### src/design/dhd_pkg.sv
// Shared constants and helpers for the detector head decoder.
package dhd_pkg;

  // Network head layout.
  localparam int CLASS_COUNT  = 36;
  localparam int FRAME_WIDTH  = 640;
  localparam int FRAME_HEIGHT = 512;

  // Values in one anchor: eight corner offsets, objectness, class scores.
  localparam int CORNER_VALUES     = 8;
  localparam int OBJ_POS           = CORNER_VALUES;
  localparam int FIRST_CLASS_POS   = CORNER_VALUES + 1;
  localparam int VALUES_PER_ANCHOR = FIRST_CLASS_POS + CLASS_COUNT;

  // Field widths.
  localparam int PRED_W   = 24;
  localparam int CORNER_W = 32;
  localparam int CONF_W   = 23;
  localparam int LABEL_W  = 6;
  localparam int FRAC_W   = 12;
  localparam int PROD_W   = 2 * PRED_W;

  // Counter widths.
  localparam int POS_W  = $clog2(VALUES_PER_ANCHOR);
  localparam int COL_W  = $clog2(FRAME_WIDTH / 8);
  localparam int ROW_W  = $clog2(FRAME_HEIGHT / 8);
  localparam int LVL_W  = 2;
  localparam int CELL_W = (COL_W > ROW_W) ? COL_W : ROW_W;

  localparam logic [CONF_W-1:0] CONF_MAX        = '1;
  localparam logic [CONF_W-1:0] THRESHOLD_RESET = CONF_W'(2867);

  // Stride levels 8, 16 and 32.
  localparam logic [LVL_W-1:0] LVL_S8  = 2'd0;
  localparam logic [LVL_W-1:0] LVL_S16 = 2'd1;
  localparam logic [LVL_W-1:0] LVL_S32 = 2'd2;

  // Last grid column and row on each level.
  localparam logic [COL_W-1:0] LVL_COL_LAST [3] = '{
    COL_W'(FRAME_WIDTH / 8 - 1), COL_W'(FRAME_WIDTH / 16 - 1), COL_W'(FRAME_WIDTH / 32 - 1)
  };
  localparam logic [ROW_W-1:0] LVL_ROW_LAST [3] = '{
    ROW_W'(FRAME_HEIGHT / 8 - 1), ROW_W'(FRAME_HEIGHT / 16 - 1),
    ROW_W'(FRAME_HEIGHT / 32 - 1)
  };

endpackage

### src/design/dhd_pred_if.sv
// Input stream of raw prediction words.
interface dhd_pred_if import dhd_pkg::*; ();
  logic                     valid;
  logic                     ready;
  logic signed [PRED_W-1:0] pred_value;
  logic                     frame_start;

  modport source (output valid, pred_value, frame_start, input ready);
  modport sink   (input valid, pred_value, frame_start, output ready);
endinterface

### src/design/dhd_result_if.sv
// Output stream of decoded anchors.
interface dhd_result_if import dhd_pkg::*; ();
  logic                       valid;
  logic                       ready;
  logic                       found;
  logic                       last_anchor;
  logic signed [CORNER_W-1:0] corner1_x;
  logic signed [CORNER_W-1:0] corner1_y;
  logic signed [CORNER_W-1:0] corner2_x;
  logic signed [CORNER_W-1:0] corner2_y;
  logic signed [CORNER_W-1:0] corner3_x;
  logic signed [CORNER_W-1:0] corner3_y;
  logic signed [CORNER_W-1:0] corner4_x;
  logic signed [CORNER_W-1:0] corner4_y;
  logic        [LABEL_W-1:0]  class_label;
  logic        [CONF_W-1:0]   confidence;

  modport source (
    output valid, found, last_anchor, corner1_x, corner1_y, corner2_x, corner2_y,
           corner3_x, corner3_y, corner4_x, corner4_y, class_label, confidence,
    input  ready
  );
  modport sink (
    input  valid, found, last_anchor, corner1_x, corner1_y, corner2_x, corner2_y,
           corner3_x, corner3_y, corner4_x, corner4_y, class_label, confidence,
    output ready
  );
endinterface

### src/design/detector_head_decode_top.sv
// Top level of the detector head decoder.
//
// The pred_i channel takes one signed Q12.12 prediction word per cycle. Words
// are grouped into anchors of eight corner offsets, one objectness value and
// one score per class; anchors run over strides 8, 16 and 32 in row-major
// order. A word with frame_start set restarts the walk at anchor (0,0) of
// stride 8. The result_o channel gives one word per anchor, with the four
// corners, the best class above the threshold and its confidence, all zero
// when nothing was found.
// Unless a waiting result stalls pred_i, one word is taken per cycle; each word
// passes the 24 by 24 multiplier and the running compare in the cycle it is
// accepted. Accepting the last word of an anchor loads its result into the
// output register. While a result waits there and the receiver is not ready,
// the result is held and pred_i is not ready either. The threshold is written
// through cfg_we_i and cfg_wdata_i; the user must write it only while idle, the
// block itself does not enforce this. Reset clears all counters, the running
// winner and the output valid, and loads the threshold with 0.7 in Q12.12.
module detector_head_decode_top import dhd_pkg::*; (
  input  logic              clk_i,
  input  logic              rst_ni,
  input  logic              cfg_we_i,
  input  logic [CONF_W-1:0] cfg_wdata_i,
  dhd_pred_if.sink          pred_i,
  dhd_result_if.source      result_o
);

  logic [CONF_W-1:0]          threshold_q;
  logic [POS_W-1:0]           pos_q, pos_d;
  logic [COL_W-1:0]           col_q, col_d;
  logic [ROW_W-1:0]           row_q, row_d;
  logic [LVL_W-1:0]           lvl_q, lvl_d;
  logic signed [CORNER_W-1:0] corner_q [CORNER_VALUES];
  logic signed [PRED_W-1:0]   obj_q;
  logic [CONF_W-1:0]          best_q, best_d;
  logic [LABEL_W-1:0]         label_q, label_d;
  logic                       found_q, found_d;

  logic                       accept;
  logic                       anchor_end;
  logic                       frame_last;
  logic [POS_W-1:0]           pos_cur;
  logic [COL_W-1:0]           col_cur;
  logic [ROW_W-1:0]           row_cur;
  logic [LVL_W-1:0]           lvl_cur;
  logic [CELL_W-1:0]          grid_cell;
  logic signed [CORNER_W-1:0] corner_sum;
  logic signed [CORNER_W-1:0] corner_val;
  logic signed [PROD_W-1:0]   prod;
  logic [CONF_W-1:0]          conf;
  logic [CONF_W-1:0]          best_base;
  logic [LABEL_W-1:0]         label_base;
  logic                       found_base;

  logic                       out_valid_q;

  // A new word is taken unless an undelivered result blocks the output register.
  assign pred_i.ready = !out_valid_q || result_o.ready;
  assign accept       = pred_i.valid && pred_i.ready;

  // Threshold register.
  always_ff @(posedge clk_i or negedge rst_ni) begin
    if (!rst_ni) begin
      threshold_q <= THRESHOLD_RESET;
    end else if (cfg_we_i) begin
      threshold_q <= cfg_wdata_i;
    end
  end

  // Frame start drops the partial anchor and the walk position.
  always_comb begin
    pos_cur = pred_i.frame_start ? '0 : pos_q;
    col_cur = pred_i.frame_start ? '0 : col_q;
    row_cur = pred_i.frame_start ? '0 : row_q;
    lvl_cur = pred_i.frame_start ? LVL_S8 : lvl_q;
  end

  // Corner offset plus grid cell, scaled by the stride of the level.
  always_comb begin
    grid_cell  = pos_cur[0] ? CELL_W'(row_cur) : CELL_W'(col_cur);
    corner_sum = CORNER_W'(pred_i.pred_value)
               + (CORNER_W'(grid_cell) <<< FRAC_W);
    case (lvl_cur)
      LVL_S8:  corner_val = corner_sum <<< 3;
      LVL_S16: corner_val = corner_sum <<< 4;
      LVL_S32: corner_val = corner_sum <<< 5;
      default: corner_val = corner_sum <<< 3;
    endcase
  end

  // Class confidence: objectness times score, truncated and saturated.
  always_comb begin
    prod = PROD_W'(obj_q) * PROD_W'(pred_i.pred_value);
    if (prod <= 0) begin
      conf = '0;
    end else if ((prod >>> FRAC_W) > PROD_W'(CONF_MAX)) begin
      conf = CONF_MAX;
    end else begin
      conf = CONF_W'(prod >>> FRAC_W);
    end
  end

  // Running winner; the first class of a tie stays.
  always_comb begin
    best_base  = (pos_cur == '0) ? '0 : best_q;
    label_base = (pos_cur == '0) ? '0 : label_q;
    found_base = (pos_cur == '0) ? 1'b0 : found_q;
    best_d     = best_base;
    label_d    = label_base;
    found_d    = found_base;
    if (pos_cur >= POS_W'(FIRST_CLASS_POS) && conf > threshold_q && conf > best_base) begin
      best_d  = conf;
      label_d = LABEL_W'(pos_cur - POS_W'(FIRST_CLASS_POS));
      found_d = 1'b1;
    end
  end

  // Anchor walk over the grid and the stride levels.
  always_comb begin
    anchor_end = (pos_cur == POS_W'(VALUES_PER_ANCHOR - 1));
    frame_last = 1'b0;
    pos_d      = pos_cur + POS_W'(1);
    col_d      = col_cur;
    row_d      = row_cur;
    lvl_d      = lvl_cur;
    if (anchor_end) begin
      pos_d = '0;
      col_d = col_cur + COL_W'(1);
      if (col_cur == LVL_COL_LAST[lvl_cur]) begin
        col_d = '0;
        row_d = row_cur + ROW_W'(1);
        if (row_cur == LVL_ROW_LAST[lvl_cur]) begin
          row_d = '0;
          if (lvl_cur == LVL_S32) begin
            lvl_d      = LVL_S8;
            frame_last = 1'b1;
          end else begin
            lvl_d = lvl_cur + LVL_W'(1);
          end
        end
      end
    end
  end

  // Counters and running winner.
  always_ff @(posedge clk_i or negedge rst_ni) begin
    if (!rst_ni) begin
      pos_q   <= '0;
      col_q   <= '0;
      row_q   <= '0;
      lvl_q   <= LVL_S8;
      best_q  <= '0;
      label_q <= '0;
      found_q <= 1'b0;
      obj_q   <= '0;
    end else if (accept) begin
      pos_q   <= pos_d;
      col_q   <= col_d;
      row_q   <= row_d;
      lvl_q   <= lvl_d;
      best_q  <= best_d;
      label_q <= label_d;
      found_q <= found_d;
      if (pos_cur == POS_W'(OBJ_POS)) begin
        obj_q <= pred_i.pred_value;
      end
    end
  end

  // Decoded corner store.
  always_ff @(posedge clk_i or negedge rst_ni) begin
    if (!rst_ni) begin
      for (int i = 0; i < CORNER_VALUES; i++) begin
        corner_q[i] <= '0;
      end
    end else if (accept && pos_cur < POS_W'(CORNER_VALUES)) begin
      corner_q[pos_cur[2:0]] <= corner_val;
    end
  end

  // Output valid.
  always_ff @(posedge clk_i or negedge rst_ni) begin
    if (!rst_ni) begin
      out_valid_q <= 1'b0;
    end else if (accept && anchor_end) begin
      out_valid_q <= 1'b1;
    end else if (result_o.ready) begin
      out_valid_q <= 1'b0;
    end
  end

  // Output word; fields are zero when no class was found.
  always_ff @(posedge clk_i) begin
    if (accept && anchor_end) begin
      result_o.found       <= found_d;
      result_o.last_anchor <= frame_last;
      result_o.corner1_x   <= found_d ? corner_q[0] : '0;
      result_o.corner1_y   <= found_d ? corner_q[1] : '0;
      result_o.corner2_x   <= found_d ? corner_q[2] : '0;
      result_o.corner2_y   <= found_d ? corner_q[3] : '0;
      result_o.corner3_x   <= found_d ? corner_q[4] : '0;
      result_o.corner3_y   <= found_d ? corner_q[5] : '0;
      result_o.corner4_x   <= found_d ? corner_q[6] : '0;
      result_o.corner4_y   <= found_d ? corner_q[7] : '0;
      result_o.class_label <= found_d ? label_d : '0;
      result_o.confidence  <= found_d ? best_d : '0;
    end
  end

  assign result_o.valid = out_valid_q;

endmodule
### src/flat_wrapper.sv
// flat-port wrapper written by rule: the top's interface ports become plain ports
module detector_head_decode_top_flat import dhd_pkg::*;
  (clk_i, rst_ni, cfg_we_i, cfg_wdata_i, pred_i_valid, pred_i_pred_value, pred_i_frame_start, pred_i_ready, result_o_valid, result_o_found, result_o_last_anchor, result_o_corner1_x, result_o_corner1_y, result_o_corner2_x, result_o_corner2_y, result_o_corner3_x, result_o_corner3_y, result_o_corner4_x, result_o_corner4_y, result_o_class_label, result_o_confidence, result_o_ready);
  dhd_pred_if pred_i_i ();
  dhd_result_if result_o_i ();
  input  logic clk_i;
  input  logic rst_ni;
  input  logic cfg_we_i;
  input  logic [CONF_W-1:0] cfg_wdata_i;
  input wire logic [$bits(pred_i_i.valid)-1:0] pred_i_valid;
  input wire logic [$bits(pred_i_i.pred_value)-1:0] pred_i_pred_value;
  input wire logic [$bits(pred_i_i.frame_start)-1:0] pred_i_frame_start;
  output wire logic [$bits(pred_i_i.ready)-1:0] pred_i_ready;
  output wire logic [$bits(result_o_i.valid)-1:0] result_o_valid;
  output wire logic [$bits(result_o_i.found)-1:0] result_o_found;
  output wire logic [$bits(result_o_i.last_anchor)-1:0] result_o_last_anchor;
  output wire logic [$bits(result_o_i.corner1_x)-1:0] result_o_corner1_x;
  output wire logic [$bits(result_o_i.corner1_y)-1:0] result_o_corner1_y;
  output wire logic [$bits(result_o_i.corner2_x)-1:0] result_o_corner2_x;
  output wire logic [$bits(result_o_i.corner2_y)-1:0] result_o_corner2_y;
  output wire logic [$bits(result_o_i.corner3_x)-1:0] result_o_corner3_x;
  output wire logic [$bits(result_o_i.corner3_y)-1:0] result_o_corner3_y;
  output wire logic [$bits(result_o_i.corner4_x)-1:0] result_o_corner4_x;
  output wire logic [$bits(result_o_i.corner4_y)-1:0] result_o_corner4_y;
  output wire logic [$bits(result_o_i.class_label)-1:0] result_o_class_label;
  output wire logic [$bits(result_o_i.confidence)-1:0] result_o_confidence;
  input wire logic [$bits(result_o_i.ready)-1:0] result_o_ready;
  assign pred_i_i.valid = pred_i_valid;
  assign pred_i_i.pred_value = pred_i_pred_value;
  assign pred_i_i.frame_start = pred_i_frame_start;
  assign pred_i_ready = pred_i_i.ready;
  assign result_o_valid = result_o_i.valid;
  assign result_o_found = result_o_i.found;
  assign result_o_last_anchor = result_o_i.last_anchor;
  assign result_o_corner1_x = result_o_i.corner1_x;
  assign result_o_corner1_y = result_o_i.corner1_y;
  assign result_o_corner2_x = result_o_i.corner2_x;
  assign result_o_corner2_y = result_o_i.corner2_y;
  assign result_o_corner3_x = result_o_i.corner3_x;
  assign result_o_corner3_y = result_o_i.corner3_y;
  assign result_o_corner4_x = result_o_i.corner4_x;
  assign result_o_corner4_y = result_o_i.corner4_y;
  assign result_o_class_label = result_o_i.class_label;
  assign result_o_confidence = result_o_i.confidence;
  assign result_o_i.ready = result_o_ready;
  detector_head_decode_top u_core (.clk_i(clk_i), .rst_ni(rst_ni), .cfg_we_i(cfg_we_i), .cfg_wdata_i(cfg_wdata_i), .pred_i(pred_i_i), .result_o(result_o_i));
endmodule
### config.mk
export PLATFORM = sky130hd
export DESIGN_NAME = detector_head_decode_top_flat
export DESIGN_NICKNAME = d
export VERILOG_FILES = /design/src/design/dhd_pkg.sv /design/src/design/dhd_pred_if.sv /design/src/design/dhd_result_if.sv /design/src/design/detector_head_decode_top.sv /design/src/flat_wrapper.sv
export SDC_FILE = /design/constraint.sdc
export NUM_CORES = 2
export LEC_CHECK = 0
export ABC_AREA = 1
export BUFFER_PORTS_ARGS = -buffer_cell sky130_fd_sc_hd__buf_2
export CAP_MARGIN = 10
export CORE_MARGIN = 8
export CORE_UTILIZATION = 35
export CTS_BUF_LIST = sky130_fd_sc_hd__clkbuf_16
export CTS_CLUSTER_DIAMETER = 40
export DETAILED_ROUTE_END_ITERATION = 16
export GPL_TIMING_DRIVEN = 0
export HOLD_SLACK_MARGIN = 0.1
export PLACE_DENSITY = 0.63
export SKIP_LAST_GASP = 1
export SYNTH_ARGS = -nofsm -noshare
export SYNTH_HDL_FRONTEND = slang
export SYNTH_SLANG_ARGS = --single-unit
### constraint.sdc
create_clock -name clk_i -period 16.1 [get_ports clk_i]
set_input_delay 0.805 -clock clk_i [delete_from_list [all_inputs] [get_ports clk_i]]
set_output_delay 0.805 -clock clk_i [all_outputs]
set_load 0.01 [all_outputs]
==> reports/results.tsv <==
stage	metric	value	unit
synth	synth_common_cells	nand2_1 (1506), inv_1 (1462), fa_1 (608)	
sta	maxSlewViolCount	0	
placed_design	gp_congestion	0.968	
route	drt_first_pass_iters	6	
route	ant_nets	0	
global_route	grt_pass1_vias	40100	
clock_tree	clk_path_buf_depth	3	
global_route	grt_first_pass_wirelength	240000	um
layout	drive_gt1_frac	0.107	
placed_design	port_buffers	299	
die	die_area	150000	um2
worst_setup_path	endpoint_kind	flop	
synth	ys_seq_area_frac	0.317	
sta	period_share	0.776	
synth	yosysUniqueCellTypes	53	
synth	synth_most_common_cell	nand2_1	
worst_setup_path	slowest_delay	1.12	ns
clock_tree	clock-sinks	562	
global_route	grt_max_degree	115	
route	wl_per_cell	19.2	um
sta	hold_ws	0.181	ns
worst_setup_path	worstPathRequired	16.43	ns
synth	synth_top_area_cell	fa_1	
clock_tree	h-tree-depth	3	
die	fp-row-count	136	
global_route	grt_overflow_total	0	
synth	syn_area	48400	um2
clock_tree	path_clk_slew	0.06	ns
worst_setup_path	cp_max_fo	11	
sta	min_period	12.49	ns
worst_setup_path	cpMaxStageDelayCell	fa_1	
die	die_x	388	um
placed_design	dpl_worst_slack	3.08	ns
worst_setup_path	r2r_cells	40	
clock_tree	hold_buffers	0	
global_route	antenna_found_initial	8	
synth	synth_flop_cell	dfrtp_1	
sta	hold_viol	0	
clock_tree	cts_tree	yes	
synth	ys_ff_latch	562	
synth	async_flop_share	0.560	
sta	setup-violations-final	0	
placed_design	hpwl	126000	um
route	avgViaCountPerCell	4.79	
global_route	grt_use_total	0.205	
synth	syn_inst	5778	
synth	synth_edf_count	247	
clock_tree	cts-root-buf	clkbuf_16	
worst_setup_path	r2r_slack	3.61	ns
synth	synth_top_area_frac	0.252	
worst_hold_path	hp-class	in -> async	
clock_tree	cts_resized	0	
synth	yosys-top-cells-area	fa_1 (25%), dfrtp_1 (16%), edfxtp_1 (15%)	
synth	yosysWarnings	0	
route	drc	0	
die	initial_utilization	0.352	
layout	nets	7065	
worst_setup_path	crit_type	reg -> reg	
worst_setup_path	cp_common_cell	fa_1	
sta	relSlewSlack	0.0481	
sta	max_slew.worst_pin.slew	1.43	ns
die	io_pins	342	
worst_setup_path	r2r-end	u_core.result_o.corner4_y[9]$_SDFFCE_PN0P_	
layout	nFillCells	13800	
synth	syn_avg_cell_area	8.37	um2
clock_tree	post_cts_buffers	0	
die	die_h	388	um
clock_tree	clock_latency	0.68	ns
sta	finalClockSkew	0.0760	ns
worst_setup_path	start_kind	flop	
worst_setup_path	cp.arrival	12.82	ns
clock_tree	cts_made_buffers	84	
route	vias	38700	
layout	area_growth	14.6	%
route	totalWireLength	155000	um
sta	fmax	0.0800	GHz
outcome	outcome	complete, no violations	
worst_setup_path	r2r-start	u_core.obj_q[23]$_DFFE_PN0P_	
route	drt_iter0_markers	3444	
die	design.core.area	137000	um2
run	maxCapViolations	0	
sta	rsz0062_at_grt	no	
sta	finalWorstSetupSlack	3.61	ns
==> critical path: cells and delay by family (launching register included) <==
family | cells | cell delay, ns
fa+ha+maj | 9 | 5.25
simple gates | 16 | 2.71
buf+inv | 11 | 3.29
compound gates | 4 | 0.60
flops | 1 | 0.31
==> state kept, by name (all words and copies together), names as in the netlist, 7 cells and up <==
signal                      flops
u_core.best_q                  23
u_core.col_q                    7
u_core.corner_q               216
u_core.obj_q                   24
u_core.result_o.confidence     23
u_core.result_o.corner1_x      27
u_core.result_o.corner1_y      27
u_core.result_o.corner2_x      27
u_core.result_o.corner2_y      27
u_core.result_o.corner3_x      27
u_core.result_o.corner3_y      27
u_core.result_o.corner4_x      27
u_core.result_o.corner4_y      27
u_core.threshold_q             23
==> placed cells by master (no fill, tap or decap), types with 21 or more instances in the layout <==
master	netlist	routed
edfxtp_1	247	247
nand2_2	31	31
buf_4	46	51
inv_1	1462	1473
nand4_1	31	31
fa_1	608	608
ha_1	196	196
nand3_1	112	112
buf_2	24	329
a21oi_1	60	60
o21ai_0	264	261
nand3_2	33	33
clkbuf_16	0	85
nor2_1	428	427
clkbuf_1	199	199
conb_1	1	24
nand2_1	1506	1506
dfrtp_1	308	308
xor2_1	21	21
==> per-layer routing <==
metal | vias to the layer above | GRT usage | share of wire
li1 | 17700 | - | -
met1 | 18800 | 0.259 | 0.40
met2 | 1714 | 0.336 | 0.46
met4 | 4 | 0.103 | 0.061
met3 | 420 | 0.0415 | 0.082
met5 | - | 0 | 0.00014
==> area by class of cell <==
class / instances / area, um2 / area share
multi-input combinational: 3477 / 26300 / 0.475
antenna: 3 / 7.51 / 0.000135
clock inverter: 73 / 790 / 0.0142
timing repair buffer: 321 / 1790 / 0.0322
buffer: 287 / 1330 / 0.0239
inverter: 1475 / 5540 / 0.0999
tap: 1794 / 2240 / 0.0405
sequential: 562 / 15300 / 0.276
clock buffer: 85 / 2130 / 0.0384
==> how the worst max path moves through the flow <==
| stage | from | endpoint | cells past startpoint |
|---|---|---|---|
| 2_1_floorplan | pred_i_frame_start | u_core.result_o.class_label[0]$_SDFFCE_PN0P_ | 6 |
| 3_3_place_gp | pred_i_frame_start | u_core.col_q[1]$_DFFE_PN0P_ | 8 |
| 3_5_place_dp | pred_i_pred_value[6] | u_core.result_o.corner4_y[9]$_SDFFCE_PN0P_ | 42 |
| 4_1_cts | u_core.obj_q[23]$_DFFE_PN0P_ | u_core.result_o.corner4_y[9]$_SDFFCE_PN0P_ | 39 |
| 5_1_grt | pred_i_pred_value[6] | u_core.result_o.corner4_y[9]$_SDFFCE_PN0P_ | 42 |
| 6_report | u_core.obj_q[23]$_DFFE_PN0P_ | u_core.result_o.corner4_y[9]$_SDFFCE_PN0P_ | 40 |
==> kinds of logic (layout without fill, tap and decap cells) <==
kind of cell | after synthesis | after routing | synth area share
AOI/OAI and AO/OA | 402 | 402 | 0.0453
other | 1 | 27 | 0.0000775
muxes | 7 | 7 | 0.00163
DFF | 562 | 562 | 0.317
and+or+nand+nor | 2202 | 2202 | 0.185
buffers and inverters | 1762 | 2241 | 0.142
xor gates and xnor gates | 38 | 38 | 0.00688
adders and majority gates | 804 | 804 | 0.302
==> stage by stage <==
stage	area, um2	instances	TNS (ns)	utilization
5_1_grt	55400	8075	0	0.404
6_report	55400	8077	0	0.404
3_3_place_gp	52200	7894	-394.26	0.380
3_5_place_dp	52500	7916	0	0.382
4_1_cts	55400	8074	0	0.404
2_1_floorplan	48400	5801	0	-
Power is left out: the tool's default activity adds up to more than one toggle a clock period on the data nets, which glitch-free logic cannot reach.
